==> src/design/spq_pkg.sv <==
package spq_pkg;

  // Queue geometry.
  localparam int unsigned CAPACITY  = 16;
  localparam int unsigned PRIO_BITS = 16;
  localparam int unsigned IDX_W     = $clog2(CAPACITY);
  localparam int unsigned CNT_W     = $clog2(CAPACITY + 1);

  // Fixed field widths of the stream items.
  localparam int unsigned SRC_W       = 8;
  localparam int unsigned DEST_W      = 8;
  localparam int unsigned PRIO_W      = 16;
  localparam int unsigned FILL_W      = 5;
  localparam int unsigned STATUS_W    = 2;
  localparam int unsigned S_TDATA_W   = 32;
  localparam int unsigned M_TDATA_W   = 40;

  typedef enum logic {
    CMD_PUSH = 1'b0,
    CMD_POP  = 1'b1
  } cmd_e;

  typedef enum logic [STATUS_W-1:0] {
    ST_OK    = 2'd0,
    ST_FULL  = 2'd1,
    ST_EMPTY = 2'd2
  } status_e;

  typedef struct packed {
    logic [PRIO_BITS-1:0] prio;
    logic [DEST_W-1:0]    dest;
    logic [SRC_W-1:0]     src;
  } entry_t;

  localparam int unsigned ENTRY_W = $bits(entry_t);

  // Result handed from the sequencer to the output stage.
  typedef struct packed {
    logic             head_valid;
    entry_t           head;
    logic [CNT_W-1:0] fill;
    status_e          status;
  } result_t;

endpackage

==> src/design/spq_ram.sv <==
module spq_ram #(
  parameter int unsigned WIDTH = 32,
  parameter int unsigned DEPTH = 16
) (
  input  logic                     clk_i,
  input  logic                     we_i,
  input  logic [$clog2(DEPTH)-1:0] waddr_i,
  input  logic [WIDTH-1:0]         wdata_i,
  input  logic                     re_i,
  input  logic [$clog2(DEPTH)-1:0] raddr_i,
  output logic [WIDTH-1:0]         rdata_o
);

  logic [WIDTH-1:0] mem_q [DEPTH];
  logic [WIDTH-1:0] rdata_q;

  always_ff @(posedge clk_i) begin
    if (we_i) begin
      mem_q[waddr_i] <= wdata_i;
    end
    if (re_i) begin
      rdata_q <= mem_q[raddr_i];
    end
  end

  assign rdata_o = rdata_q;

endmodule

==> src/design/spq_seq.sv <==
module spq_seq (
  input  logic                         clk_i,
  input  logic                         rst_ni,
  // Command side.
  input  logic                         cmd_valid_i,
  output logic                         cmd_ready_o,
  input  spq_pkg::cmd_e                cmd_i,
  input  spq_pkg::entry_t              cmd_entry_i,
  // Result side.
  output logic                         res_valid_o,
  input  logic                         res_ready_i,
  output spq_pkg::result_t             res_o,
  // Slot memory.
  output logic                         mem_we_o,
  output logic [spq_pkg::IDX_W-1:0]    mem_waddr_o,
  output spq_pkg::entry_t              mem_wdata_o,
  output logic                         mem_re_o,
  output logic [spq_pkg::IDX_W-1:0]    mem_raddr_o,
  input  spq_pkg::entry_t              mem_rdata_i
);

  typedef enum logic [6:0] {
    S_IDLE     = 7'b0000001,
    S_PUSH_RD  = 7'b0000010,
    S_PUSH_CMP = 7'b0000100,
    S_POP_RD   = 7'b0001000,
    S_POP_WR   = 7'b0010000,
    S_HEAD_RD  = 7'b0100000,
    S_DONE     = 7'b1000000
  } state_e;

  state_e                        state_q, state_d;
  logic [spq_pkg::CNT_W-1:0]     count_q, count_d;
  logic [spq_pkg::IDX_W-1:0]     idx_q, idx_d;
  spq_pkg::entry_t               new_q, new_d;
  spq_pkg::status_e              status_q, status_d;
  logic                          greater;

  // The one shared comparator: does the stored entry rank behind the new one?
  assign greater = mem_rdata_i.prio > new_q.prio;

  always_comb begin
    state_d     = state_q;
    count_d     = count_q;
    idx_d       = idx_q;
    new_d       = new_q;
    status_d    = status_q;
    mem_we_o    = 1'b0;
    mem_waddr_o = idx_q;
    mem_wdata_o = new_q;
    mem_re_o    = 1'b0;
    mem_raddr_o = idx_q;
    cmd_ready_o = 1'b0;
    res_valid_o = 1'b0;

    unique case (state_q)
      S_IDLE: begin
        cmd_ready_o = 1'b1;
        if (cmd_valid_i) begin
          new_d = cmd_entry_i;
          idx_d = '0;
          if (cmd_i == spq_pkg::CMD_PUSH) begin
            if (count_q == spq_pkg::CNT_W'(spq_pkg::CAPACITY)) begin
              status_d = spq_pkg::ST_FULL;
              state_d  = S_HEAD_RD;
            end else begin
              status_d = spq_pkg::ST_OK;
              idx_d    = count_q[spq_pkg::IDX_W-1:0];
              state_d  = S_PUSH_RD;
            end
          end else begin
            if (count_q == '0) begin
              status_d = spq_pkg::ST_EMPTY;
              state_d  = S_HEAD_RD;
            end else begin
              status_d = spq_pkg::ST_OK;
              count_d  = count_q - 1'b1;
              state_d  = S_POP_RD;
            end
          end
        end
      end
      S_PUSH_RD: begin
        if (idx_q == '0) begin
          mem_we_o = 1'b1;
          count_d  = count_q + 1'b1;
          state_d  = S_HEAD_RD;
        end else begin
          mem_re_o    = 1'b1;
          mem_raddr_o = idx_q - 1'b1;
          state_d     = S_PUSH_CMP;
        end
      end
      S_PUSH_CMP: begin
        mem_we_o = 1'b1;
        if (greater) begin
          // Move the larger entry one slot toward the tail and keep looking.
          mem_wdata_o = mem_rdata_i;
          idx_d       = idx_q - 1'b1;
          state_d     = S_PUSH_RD;
        end else begin
          count_d = count_q + 1'b1;
          state_d = S_HEAD_RD;
        end
      end
      S_POP_RD: begin
        // count_q already holds the count after the pop.
        if (spq_pkg::CNT_W'(idx_q) >= count_q) begin
          state_d = S_HEAD_RD;
        end else begin
          mem_re_o    = 1'b1;
          mem_raddr_o = idx_q + 1'b1;
          state_d     = S_POP_WR;
        end
      end
      S_POP_WR: begin
        mem_we_o    = 1'b1;
        mem_wdata_o = mem_rdata_i;
        idx_d       = idx_q + 1'b1;
        state_d     = S_POP_RD;
      end
      S_HEAD_RD: begin
        mem_re_o    = 1'b1;
        mem_raddr_o = '0;
        state_d     = S_DONE;
      end
      S_DONE: begin
        res_valid_o = 1'b1;
        if (res_ready_i) begin
          state_d = S_IDLE;
        end
      end
      default: begin
        state_d = S_IDLE;
      end
    endcase
  end

  // An empty queue reports a zero head.
  always_comb begin
    res_o.head_valid = count_q != '0;
    res_o.head       = (count_q != '0) ? mem_rdata_i : '0;
    res_o.fill       = count_q;
    res_o.status     = status_q;
  end

  always_ff @(posedge clk_i or negedge rst_ni) begin
    if (!rst_ni) begin
      state_q  <= S_IDLE;
      count_q  <= '0;
      idx_q    <= '0;
      status_q <= spq_pkg::ST_OK;
    end else begin
      state_q  <= state_d;
      count_q  <= count_d;
      idx_q    <= idx_d;
      status_q <= status_d;
    end
  end

  always_ff @(posedge clk_i) begin
    new_q <= new_d;
  end

endmodule

==> src/design/sorted_priority_queue_top.sv <==
// Sorted minimum-first priority queue with a stream interface.
//
// The slave channel takes one command item at a time: tuser selects push
// (0) or pop (1), and tdata carries the entry to push. The master channel
// returns exactly one result item per command: the head entry after the
// command, its valid flag in tuser, the fill count and a status code that
// flags a push dropped on a full queue or a pop on an empty one. Entries of
// equal priority leave in the order they arrived.
//
// Entries live in a small single-port-read RAM, kept sorted with the head
// in slot zero. A sequencer moves one entry at a time through a single
// comparator: a push walks from the tail toward its place, a pop shifts
// every remaining entry down by one. s_axis_tready_o is high only while the
// sequencer is idle. Reset clears the fill count and the control state; the
// RAM contents are not cleared and are never used before being written.
// When the receiver stalls, the result sits in the output register and the
// next command can still be accepted; its result waits until the register
// is free.
module sorted_priority_queue_top (
  input  logic                            clk_i,
  input  logic                            rst_ni,
  input  logic                            s_axis_tvalid_i,
  output logic                            s_axis_tready_o,
  // Fields from bit 0: item_src[7:0], item_dest[15:8], item_priority[31:16].
  input  logic [spq_pkg::S_TDATA_W-1:0]   s_axis_tdata_i,
  // Fields from bit 0: cmd[0].
  input  logic                            s_axis_tuser_i,
  output logic                            m_axis_tvalid_o,
  input  logic                            m_axis_tready_i,
  // Fields from bit 0: head_src[7:0], head_dest[15:8], head_priority[31:16],
  // fill_count[36:32], status[38:37], zero padding[39].
  output logic [spq_pkg::M_TDATA_W-1:0]   m_axis_tdata_o,
  // Fields from bit 0: head_valid[0].
  output logic                            m_axis_tuser_o
);

  spq_pkg::entry_t                 cmd_entry;
  spq_pkg::result_t                res;
  logic                            res_valid;
  logic                            res_ready;
  logic                            mem_we;
  logic                            mem_re;
  logic [spq_pkg::IDX_W-1:0]       mem_waddr;
  logic [spq_pkg::IDX_W-1:0]       mem_raddr;
  spq_pkg::entry_t                 mem_wdata;
  spq_pkg::entry_t                 mem_rdata;

  logic                            out_valid_q, out_valid_d;
  spq_pkg::result_t                out_q;

  // The priority is cut or widened to the stored width.
  assign cmd_entry.src  = s_axis_tdata_i[7:0];
  assign cmd_entry.dest = s_axis_tdata_i[15:8];
  assign cmd_entry.prio = spq_pkg::PRIO_BITS'(s_axis_tdata_i[31:16]);

  spq_seq u_seq (
    .clk_i       (clk_i),
    .rst_ni      (rst_ni),
    .cmd_valid_i (s_axis_tvalid_i),
    .cmd_ready_o (s_axis_tready_o),
    .cmd_i       (spq_pkg::cmd_e'(s_axis_tuser_i)),
    .cmd_entry_i (cmd_entry),
    .res_valid_o (res_valid),
    .res_ready_i (res_ready),
    .res_o       (res),
    .mem_we_o    (mem_we),
    .mem_waddr_o (mem_waddr),
    .mem_wdata_o (mem_wdata),
    .mem_re_o    (mem_re),
    .mem_raddr_o (mem_raddr),
    .mem_rdata_i (mem_rdata)
  );

  spq_ram #(
    .WIDTH (spq_pkg::ENTRY_W),
    .DEPTH (spq_pkg::CAPACITY)
  ) u_ram (
    .clk_i   (clk_i),
    .we_i    (mem_we),
    .waddr_i (mem_waddr),
    .wdata_i (mem_wdata),
    .re_i    (mem_re),
    .raddr_i (mem_raddr),
    .rdata_o (mem_rdata)
  );

  // The output register takes a new result whenever it is empty or being
  // drained in the same cycle.
  assign res_ready = !out_valid_q || m_axis_tready_i;

  always_comb begin
    out_valid_d = out_valid_q;
    if (res_valid && res_ready) begin
      out_valid_d = 1'b1;
    end else if (m_axis_tready_i) begin
      out_valid_d = 1'b0;
    end
  end

  always_ff @(posedge clk_i or negedge rst_ni) begin
    if (!rst_ni) begin
      out_valid_q <= 1'b0;
    end else begin
      out_valid_q <= out_valid_d;
    end
  end

  always_ff @(posedge clk_i) begin
    if (res_valid && res_ready) begin
      out_q <= res;
    end
  end

  assign m_axis_tvalid_o = out_valid_q;
  assign m_axis_tuser_o  = out_q.head_valid;
  assign m_axis_tdata_o  = {1'b0,
                            out_q.status,
                            spq_pkg::FILL_W'(out_q.fill),
                            spq_pkg::PRIO_W'(out_q.head.prio),
                            out_q.head.dest,
                            out_q.head.src};

endmodule

==> config.mk <==
export PLATFORM = sky130hd
export DESIGN_NAME = sorted_priority_queue_top
export DESIGN_NICKNAME = d
export VERILOG_FILES = /design/src/design/spq_pkg.sv /design/src/design/spq_ram.sv /design/src/design/spq_seq.sv /design/src/design/sorted_priority_queue_top.sv
export SDC_FILE = /design/constraint.sdc
export NUM_CORES = 1
export LEC_CHECK = 0
export BUFFER_PORTS_ARGS = -buffer_cell sky130_fd_sc_hd__clkbuf_2
export CORE_MARGIN = 2
export CORE_UTILIZATION = 38
export CTS_CLUSTER_SIZE = 40
export DETAILED_ROUTE_END_ITERATION = 10
export PLACE_DENSITY = 0.59
export SLEW_MARGIN = 25
export SYNTH_ARGS = -nofsm -noshare
export SYNTH_HDL_FRONTEND = slang
export SYNTH_SLANG_ARGS = --single-unit
export TNS_END_PERCENT = 1
==> constraint.sdc <==
create_clock -name clk_i -period 3.7 [get_ports clk_i]
set_clock_uncertainty 0.1 [all_clocks]
set_input_delay 0.37 -clock clk_i [delete_from_list [all_inputs] [get_ports clk_i]]
set_output_delay 0.37 -clock clk_i [all_outputs]
set_load 0.005 [all_outputs]
==> summary by stage, run 1 <==
Run status
The run finished with clean final reports.

Pwr
The static leakage power is 10.4 nW. Across the VDD grid, the largest voltage drop is 0.668 mV. The power density normalized to cell area is 794 nW/um2.

The sum of internal, switching and leakage power is 24.3 mW.

Synthesis
After technology mapping, the gate count stands at 1755. The number of different library cells used by synthesis comes to 65. The sequential fraction of the synthesis area is 72.9%. The number of nets handed over by synthesis was 1821. During synthesis, Yosys emitted a total of 0 warnings.

The fraction of registers with async set or reset after synthesis is 2.99%. The leading area contributor after synthesis is edfxtp_1. The cell area after synthesis is 26000 um2.

The number of flops mapped to enable cells by yosys is 616. Yosys attributes the largest share of cell area to edfxtp_1 71%, a31oi_1 3.0%, mux2i_1 2.8%. The synthesized design devotes to its leading area cell type 71.0% of total area. The flip-flop and latch count after synthesis is 635. The most common flop cell mapped by yosys is edfxtp_1. The synthesized area per cell is 14.8 um2.

Timing
The transition time at the pin with the least slew margin is 0.756 ns. The smallest clock period supported by the final layout is computed as 3.57 ns. The final hold slack is 0.0833 ns.

Measured against its own limit, the worst slew margin works out to 49.5%. The number of pins with negative max-slew slack in the final report was 0. The final count of hold timing violations is 0. Setup repair after global routing left no endpoint under its margin. For this run, the top clock speed supported by timing is 280 MHz. Setup violations remaining at the end of the flow were counted as 0. After layout, the worst path uses 96.6% of the clock period. In the final timing run, aggregate negative setup slack is 0 ns.

Detailed routing
The residual DRC count is 0. For this block, the routed nets add up to 64.9 mm of wire. In this run, the number of DRC markers left after iteration 0 of detailed routing was 1451. Once detail routing completed, the nets flagged for antenna violations numbered 0.

The first-pass iteration count of the detailed router is 5. The detailed-route via count is 15.9k. The final routed wire length divided by cell count is 23.1 um. Dividing the detail-routed via count by the number of cells gives 5.64.

GRT
The first global-routing pass estimated 97.0 mm of wire. The total overflow reported by the global router is 0. The total routing resource utilization after global routing is 18.1%. The via count of the first global-routing pass is 15.6k. The initial antenna violation count came to 2. Entering global routing, the biggest net connects 125 pins.

Clocking
The clock passes through at most 3 buffers. The maximum level of the CTS H-tree is 3. The clock insertion delay at the later pin of the skew report is 0.60 ns.

The buffer type at the clock tree root is clkbuf_16. The TritonCTS clock tree is done. The clock sink total is 635.

Clock-pin slew was measured on the worst setup and hold paths at 0.06 ns. The total clock buffers created by CTS is 66.

Layout
The layout filler cell count is 5829. Leaving out fill and tap cells, the most frequent cells in the layout are 616 x edfxtp_1, 139 x nand2_1, 130 x o21ai_0. After routing the design area is 30600 um2. Registers take 19000 um2. Relative to the synthesized area, the layout overhead comes to 17.6%. The share of cells above drive strength 1 is 15.4%.

At the end of the flow, the number of nets in the layout was 1959. In the final layout, the multi-input gates occupy 6440 um2. The commonest non-fill, non-tap cell in the layout is edfxtp_1.

Floorplan
From left edge to right edge, the die measures 266 um. The height of the chip is 266 um. The initial utilization of the core area, before any placement, comes to 38.6%.

The initialized floorplan defines 95 standard-cell rows. The core footprint is 67500 um2. The die covers 70600 um2. The I/O pin count is 80.

Setup path
The highest fanout seen on the critical path is 16. The category of the most critical setup path is flop to flop. Measured in cells, the most critical reg-to-reg path has a length of 12.

The required time at the worst-slack endpoint is 3.84 ns. Data arrives at the worst endpoint at 3.71 ns. The category of the worst setup path launch point is a flop. STA classifies the critical path endpoint as a flop.

Job
Max-cap violations in this run came to 0.

Placement
Once detailed placement completed, the half-perimeter wirelength came to 35.3 mm. In this run the cell area measured after placement is 28100 um2. The final weighted congestion of routability-driven global placement is 0.834.

The count of input and output buffers is 78.

Worst hold path
In this run the worst hold path is classified as input port to flop. Counting instances, the worst hold path has a depth of 3.
-- sequential cells by signal, indices dropped and copies added (netlist names), 2 cells and up --
name / count
u_seq.state_q: 7
u_seq.new_q: 32
u_seq.mem_waddr_o: 4
u_ram.rdata_o: 32
m_axis_tdata_o: 39
u_seq.count_q: 5
u_seq.status_q: 2
u_ram.mem_q: 512
-- layout make-up --
cell class              instances  share of cell area [%]
repair buffers                202                    6.17
flip-flops and latches        635                    62.0
clock buffers                  82                    5.69
clock inverters                36                    1.18
diodes                          1                 0.00817
well taps                     873                    3.57
inverters                      30                   0.368
multi-input cells             958                    21.0
-- critical path: stages (launching register included) --
cell and delay [ns]:
edfxtp_1 0.50, ha_1 0.36, a21o_1 0.18, a21o_1 0.16
a21oi_1 0.17, buf_4 0.17, o21a_1 0.12, o211a_1 0.14
nor3_1 0.05, buf_4 0.15, nor2_4 0.29, buf_12 0.23
mux2_1 0.57
-- cell usage after synthesis, types with 2 or more instances --
cell and count:
o21a_1 4, o2111a_1 2, a22o_1 2, buf_8 3, nor4_1 3, dfrtp_1 18, o21ai_0 130, ha_1 28
buf_4 3, o211ai_1 2, and4_1 2, nor2_1 18, and3_1 5, a221o_1 65, nand2b_1 7, or2_1 2
buf_6 6, nand3_1 99, a21oi_1 73, nor3_1 7, a21o_1 9, a31oi_1 125, or4_1 2, buf_1 15
buf_12 3, buf_2 19, mux2_2 4, inv_1 30, mux2i_1 72, nor3b_1 2, xnor2_1 4, edfxtp_1 616
o31ai_1 2, clkbuf_1 83, a221oi_1 6, mux2_1 30, nand4_1 2, o221ai_1 4, a22oi_1 31, and2_1 50
nand2_1 140, xor2_1 4
-- metrics by stage --
step / setup WS, ns / util (%) / std cells
detailed placement: 0.0223 / 41.6 / 2661
global route: 0.000949 / 45.3 / 2816
finish: 0.126 / 45.3 / 2817
CTS: 0.0532 / 45.2 / 2814
global placement: 0.107 / 41.6 / 2661
floorplan: 0.420 / - / 1755
-- final timing paths --
check / start / to / slack [ns]
worst max-delay path: u_ram.rdata_o[25] / u_ram.mem_q[12][4] / 0.13
worst min-delay path: s_axis_tvalid_i / u_seq.status_q[0] / 0.08
worst max register to register: u_ram.rdata_o[25] / u_ram.mem_q[12][4] / 0.13
worst min register to register: u_seq.status_q[1] / m_axis_tdata_o[38] / 0.41
max in group asynchronous: rst_ni / u_seq.state_q[0] / 2.95
min in group asynchronous: rst_ni / u_seq.count_q[1] / 0.19
-- cell families (layout without fill, tap and decap cells) --
group | Yosys count | in the layout | share of synthesized area [%]
flip-flops | 635 | 635 | 72.9
AO/OA/AOI/OAI | 467 | 467 | 11.8
AND/OR/NAND/NOR | 347 | 347 | 6.47
buffers and inverters | 162 | 350 | 2.96
multiplexers | 106 | 106 | 4.24
adder cells (fa/ha/maj) | 29 | 29 | 1.42
XOR/XNOR | 8 | 8 | 0.269
other | 1 | 2 | 0.0144
-- power by group --
group	switching, mW	internal (mW)	leakage (nW)
registers	0.273	9.05	5.79
logic	5.35	3.14	3.54
clock network	2.70	3.79	1.03
-- metal layers --
layer | up-vias | wire length (um) | GRT usage, % | part of all wire (%)
li1 | 7161 | - | - | -
met1 | 8055 | 26400 | 23.2 | 41
met2 | 552 | 32700 | 31.3 | 50
met3 | 112 | 4040 | 2.98 | 6.2
met4 | 0 | 1730 | 6.18 | 2.7
met5 | - | 0 | 0 | 0
-- timing repair --
action                                 CTS  global route
gates resized for setup                  1             8
endpoints found under the hold margin   53             0
cloned                                   0             1
buffers inserted                         0             1
setup endpoints to repair                1            46
hold buffers                            35             0
pin swaps                                0             3
Note: power is estimated with default switching activity, not from simulation.
==> run 2: changes to the inputs <==
RECOVER_POWER = 100   (was not set)
==> run 2 against run 1 <==
Compared with the run above: sequential share of layout area increased by 0.60 points; design area decreased by 0.96%; global-route usage unchanged.
==> summary by stage, run 2 (synthesis results as in run 1) <==
Layout
The register containing the most flip-flops in the final layout is u_ram.mem_q. The number of flip-flops under the largest register name is 512 (unchanged). The share of cells above drive strength 1 came to 13.2% (-2.3 points). The layout filler cell count was 5874 (+0.77%). The final cell count without fillers is 2817 (unchanged).

The multi-input gate area in the final layout is 6430 um2 (-0.17%). The net total in the final layout is 1959 (unchanged). The post-synthesis to final-layout area growth is 16.4%. Leaving out fill and tap cells, the most frequent cells in the layout are 616 x edfxtp_1, 139 x nand2_1, 130 x o21ai_0. The commonest non-fill, non-tap cell in the layout is edfxtp_1. The register cell area after layout is 19000 um2 (unchanged).

Clocking
The clock sink total was 635 (unchanged). The tree is rooted in a clkbuf_16. The maximum level of the CTS H-tree is 3 (unchanged). The total clock buffers created by CTS is 66 (unchanged). The TritonCTS clock tree is done. The clock-pin slew on the worst setup and hold paths is 0.06 ns (about the same).

The maximum number of buffers from clock root to sink came to 3 (unchanged). The clock insertion delay at the later pin of the skew report is 0.61 ns (about the same).

Floorplan
The die width is 266 um (unchanged). The number of rows in the core area is 95 (unchanged). The effective utilization at floorplan was 38.6% (unchanged). The die area is 70600 um2 (unchanged). The core footprint was 67500 um2 (unchanged). The I/O pin count was 80 (unchanged).

The height of the chip is 266 um (unchanged).

GRT
The via count of the first global-routing pass was 15.6k (unchanged). The total routing resource utilization after global routing is 18.1% (unchanged). The wire length of the first global-routing pass was 97.0 mm (unchanged). The pin count of the biggest net entering global routing is 125 (unchanged). The total overflow reported by the global router is 0 (unchanged). The initial antenna violation count was 2 (unchanged).

Detailed routing
The residual DRC count came to 0 (unchanged). The first-pass iteration count of the detailed router is 5 (unchanged). The detailed-route via count is 15.9k (+0.24%). The violation count after the first detailed-routing iteration is 1433 (-1.2%). The average vias per placed instance was 5.65 (+0.24%). The final routed wire length divided by cell count came to 23.0 um (-0.22%).

The number of nets with antenna violations after detailed routing was 0 (unchanged). The final wirelength came to 64.8 mm (-0.22%).

Placement
The final weighted congestion of routability-driven global placement is 0.834 (unchanged). The placed wire-length estimate is 35.3 mm (unchanged). The count of input and output buffers is 78 (unchanged).

The total instance count after detailed placement came to 2661 (unchanged).

Pwr
The static leakage power was 10.2 nW (-1.8%). The sum of internal, switching and leakage power is 24.2 mW (-0.47%). The power density normalized to cell area is 798 nW/um2 (+0.49%). The peak ir drop on the vdd network came to 0.671 mV (+0.33%).

Timing
The transition time at the pin with the least slew margin was 1.35 ns (+0.592 ns). The post-route setup TNS is 0 ns (unchanged). Setup repair after global routing left no endpoint under its margin. The number of pins with negative max-slew slack in the final report is 0 (unchanged).

The maximum clock frequency is 280 MHz (about the same). The total setup violations reported at the end of the flow is 0 (unchanged). The final count of hold timing violations came to 0 (unchanged). The worst max-slew margin expressed relative to the limit is 10.2% (-39 points).

The final period demand of the worst path came to 3.58 ns (+0.00216 ns). The portion of the clock cycle consumed by the worst path in the final layout is 96.7% (about the same).

Setup path
The stage delay of the slowest cell on the critical path came to 0.49 ns (-0.08 ns). The required time at the worst-slack endpoint is 3.87 ns (+0.03 ns). The category of the worst setup path launch point is a flop.

The highest fanout seen on the critical path is 16 (unchanged). The critical path in this run is classified as flop to flop. The worst reg2reg path depth was 13 (+1). The standard cell with the maximum stage delay on the critical path is edfxtp_1.

Traced cell by cell, the critical path runs through ha_1, a21o_1, a21o_1, a21oi_1, buf_4, o21a_1, o211a_1, nor3_1, buf_4, nor2_4, buf_4, mux2_1, clkbuf_2. STA classifies the critical path endpoint as a flop. The critical path data arrival time is 3.75 ns (+0.04 ns). The most used cell along the critical path is buf_4.

Worst hold path
The cell depth of the worst hold path is 3 (unchanged). The path class of the lowest-slack min-delay path is input port to flop.

Job
The number of violations of the max-capacitance limit is 0 (unchanged).

Run status
The run finished with clean final reports.
[run 2: cell count changes in the layout (fill, tap and decap cells not counted), moves of 5 or more]
cell / previous run / this run
buf_12: 37 / 21
and2_0: 0 / 27
buf_4: 51 / 30
clkbuf_4: 0 / 11
clkbuf_2: 78 / 65
clkbuf_1: 14 / 49
and2_2: 16 / 11
and2_1: 33 / 11
[run 2: final timing paths]
| check | start | to | slack (ns) |
|---|---|---|---|
| hold / removal | s_axis_tvalid_i | u_seq.status_q[0] | 0.07 |
| min in group asynchronous | rst_ni | u_seq.count_q[1] | 0.43 |
| hold reg to reg | u_seq.status_q[1] | m_axis_tdata_o[38] | 0.41 |
| max in group asynchronous | rst_ni | u_seq.state_q[2] | 2.38 |
| setup reg to reg | u_ram.rdata_o[25] | u_ram.mem_q[12][26] | 0.12 |
| setup / recovery | u_ram.rdata_o[25] | u_ram.mem_q[12][26] | 0.12 |
[run 2: power by group]
| group | internal (mW) | switching (mW) |
|---|---|---|
| Combinational | 3.04 | 5.33 |
| Sequential | 9.05 | 0.271 |
| Clock | 3.79 | 2.71 |
[run 2: area by class of cell]
cell class / instances / share of cell area [%]
sequential: 635 / 62.6
clock buffer: 82 / 5.75
multi-input combinational: 958 / 21.2
timing repair buffer: 202 / 5.30
clock inverter: 36 / 1.19
antenna: 1 / 0.00825
tap: 873 / 3.60
inverter: 30 / 0.371
[run 2: repair_timing]
item	4_1_cts	5_1_grt
cloned	0	1
gates resized for setup	1	8
hold buffers	35	0
pin swaps	0	3
setup endpoints to repair	1	46
endpoints found under the hold margin	53	0
setup buffers	0	1
[run 2: stage by stage]
step / hold WS [ns] / instance area, um2 / worst slack [ns] / util (%)
final: 0.0691 / 30300 / 0.124 / 44.9
after global routing: 0.0974 / 30300 / 0.00128 / 44.9
after CTS: 0.0625 / 30500 / 0.0532 / 45.2
after detailed placement: 0.261 / 28100 / 0.0223 / 41.6
after global placement: 0.267 / 28100 / 0.107 / 41.6
after floorplan: -0.0256 / 26000 / 0.420 / -
[run 2: critical path: cells and delay by family (launching register included)]
| kind | cells | cell delay (ns) |
|---|---|---|
| adder cells (fa/ha/maj) | 1 | 0.35 |
| flip-flops | 1 | 0.49 |
| multiplexers | 1 | 0.33 |
| AO/OA/AOI/OAI | 5 | 0.78 |
| buffers and inverters | 4 | 0.83 |
| AND/OR/NAND/NOR | 2 | 0.34 |
[run 2: layer usage]
layer | global-route usage [%] | routed length, um | vias to the layer above
li1 | - | - | 7161
met3 | 2.98 | 3750 | 107
met4 | 6.18 | 1770 | 0
met5 | 0 | 0 | -
met2 | 31.3 | 32700 | 506
met1 | 23.2 | 26600 | 8144
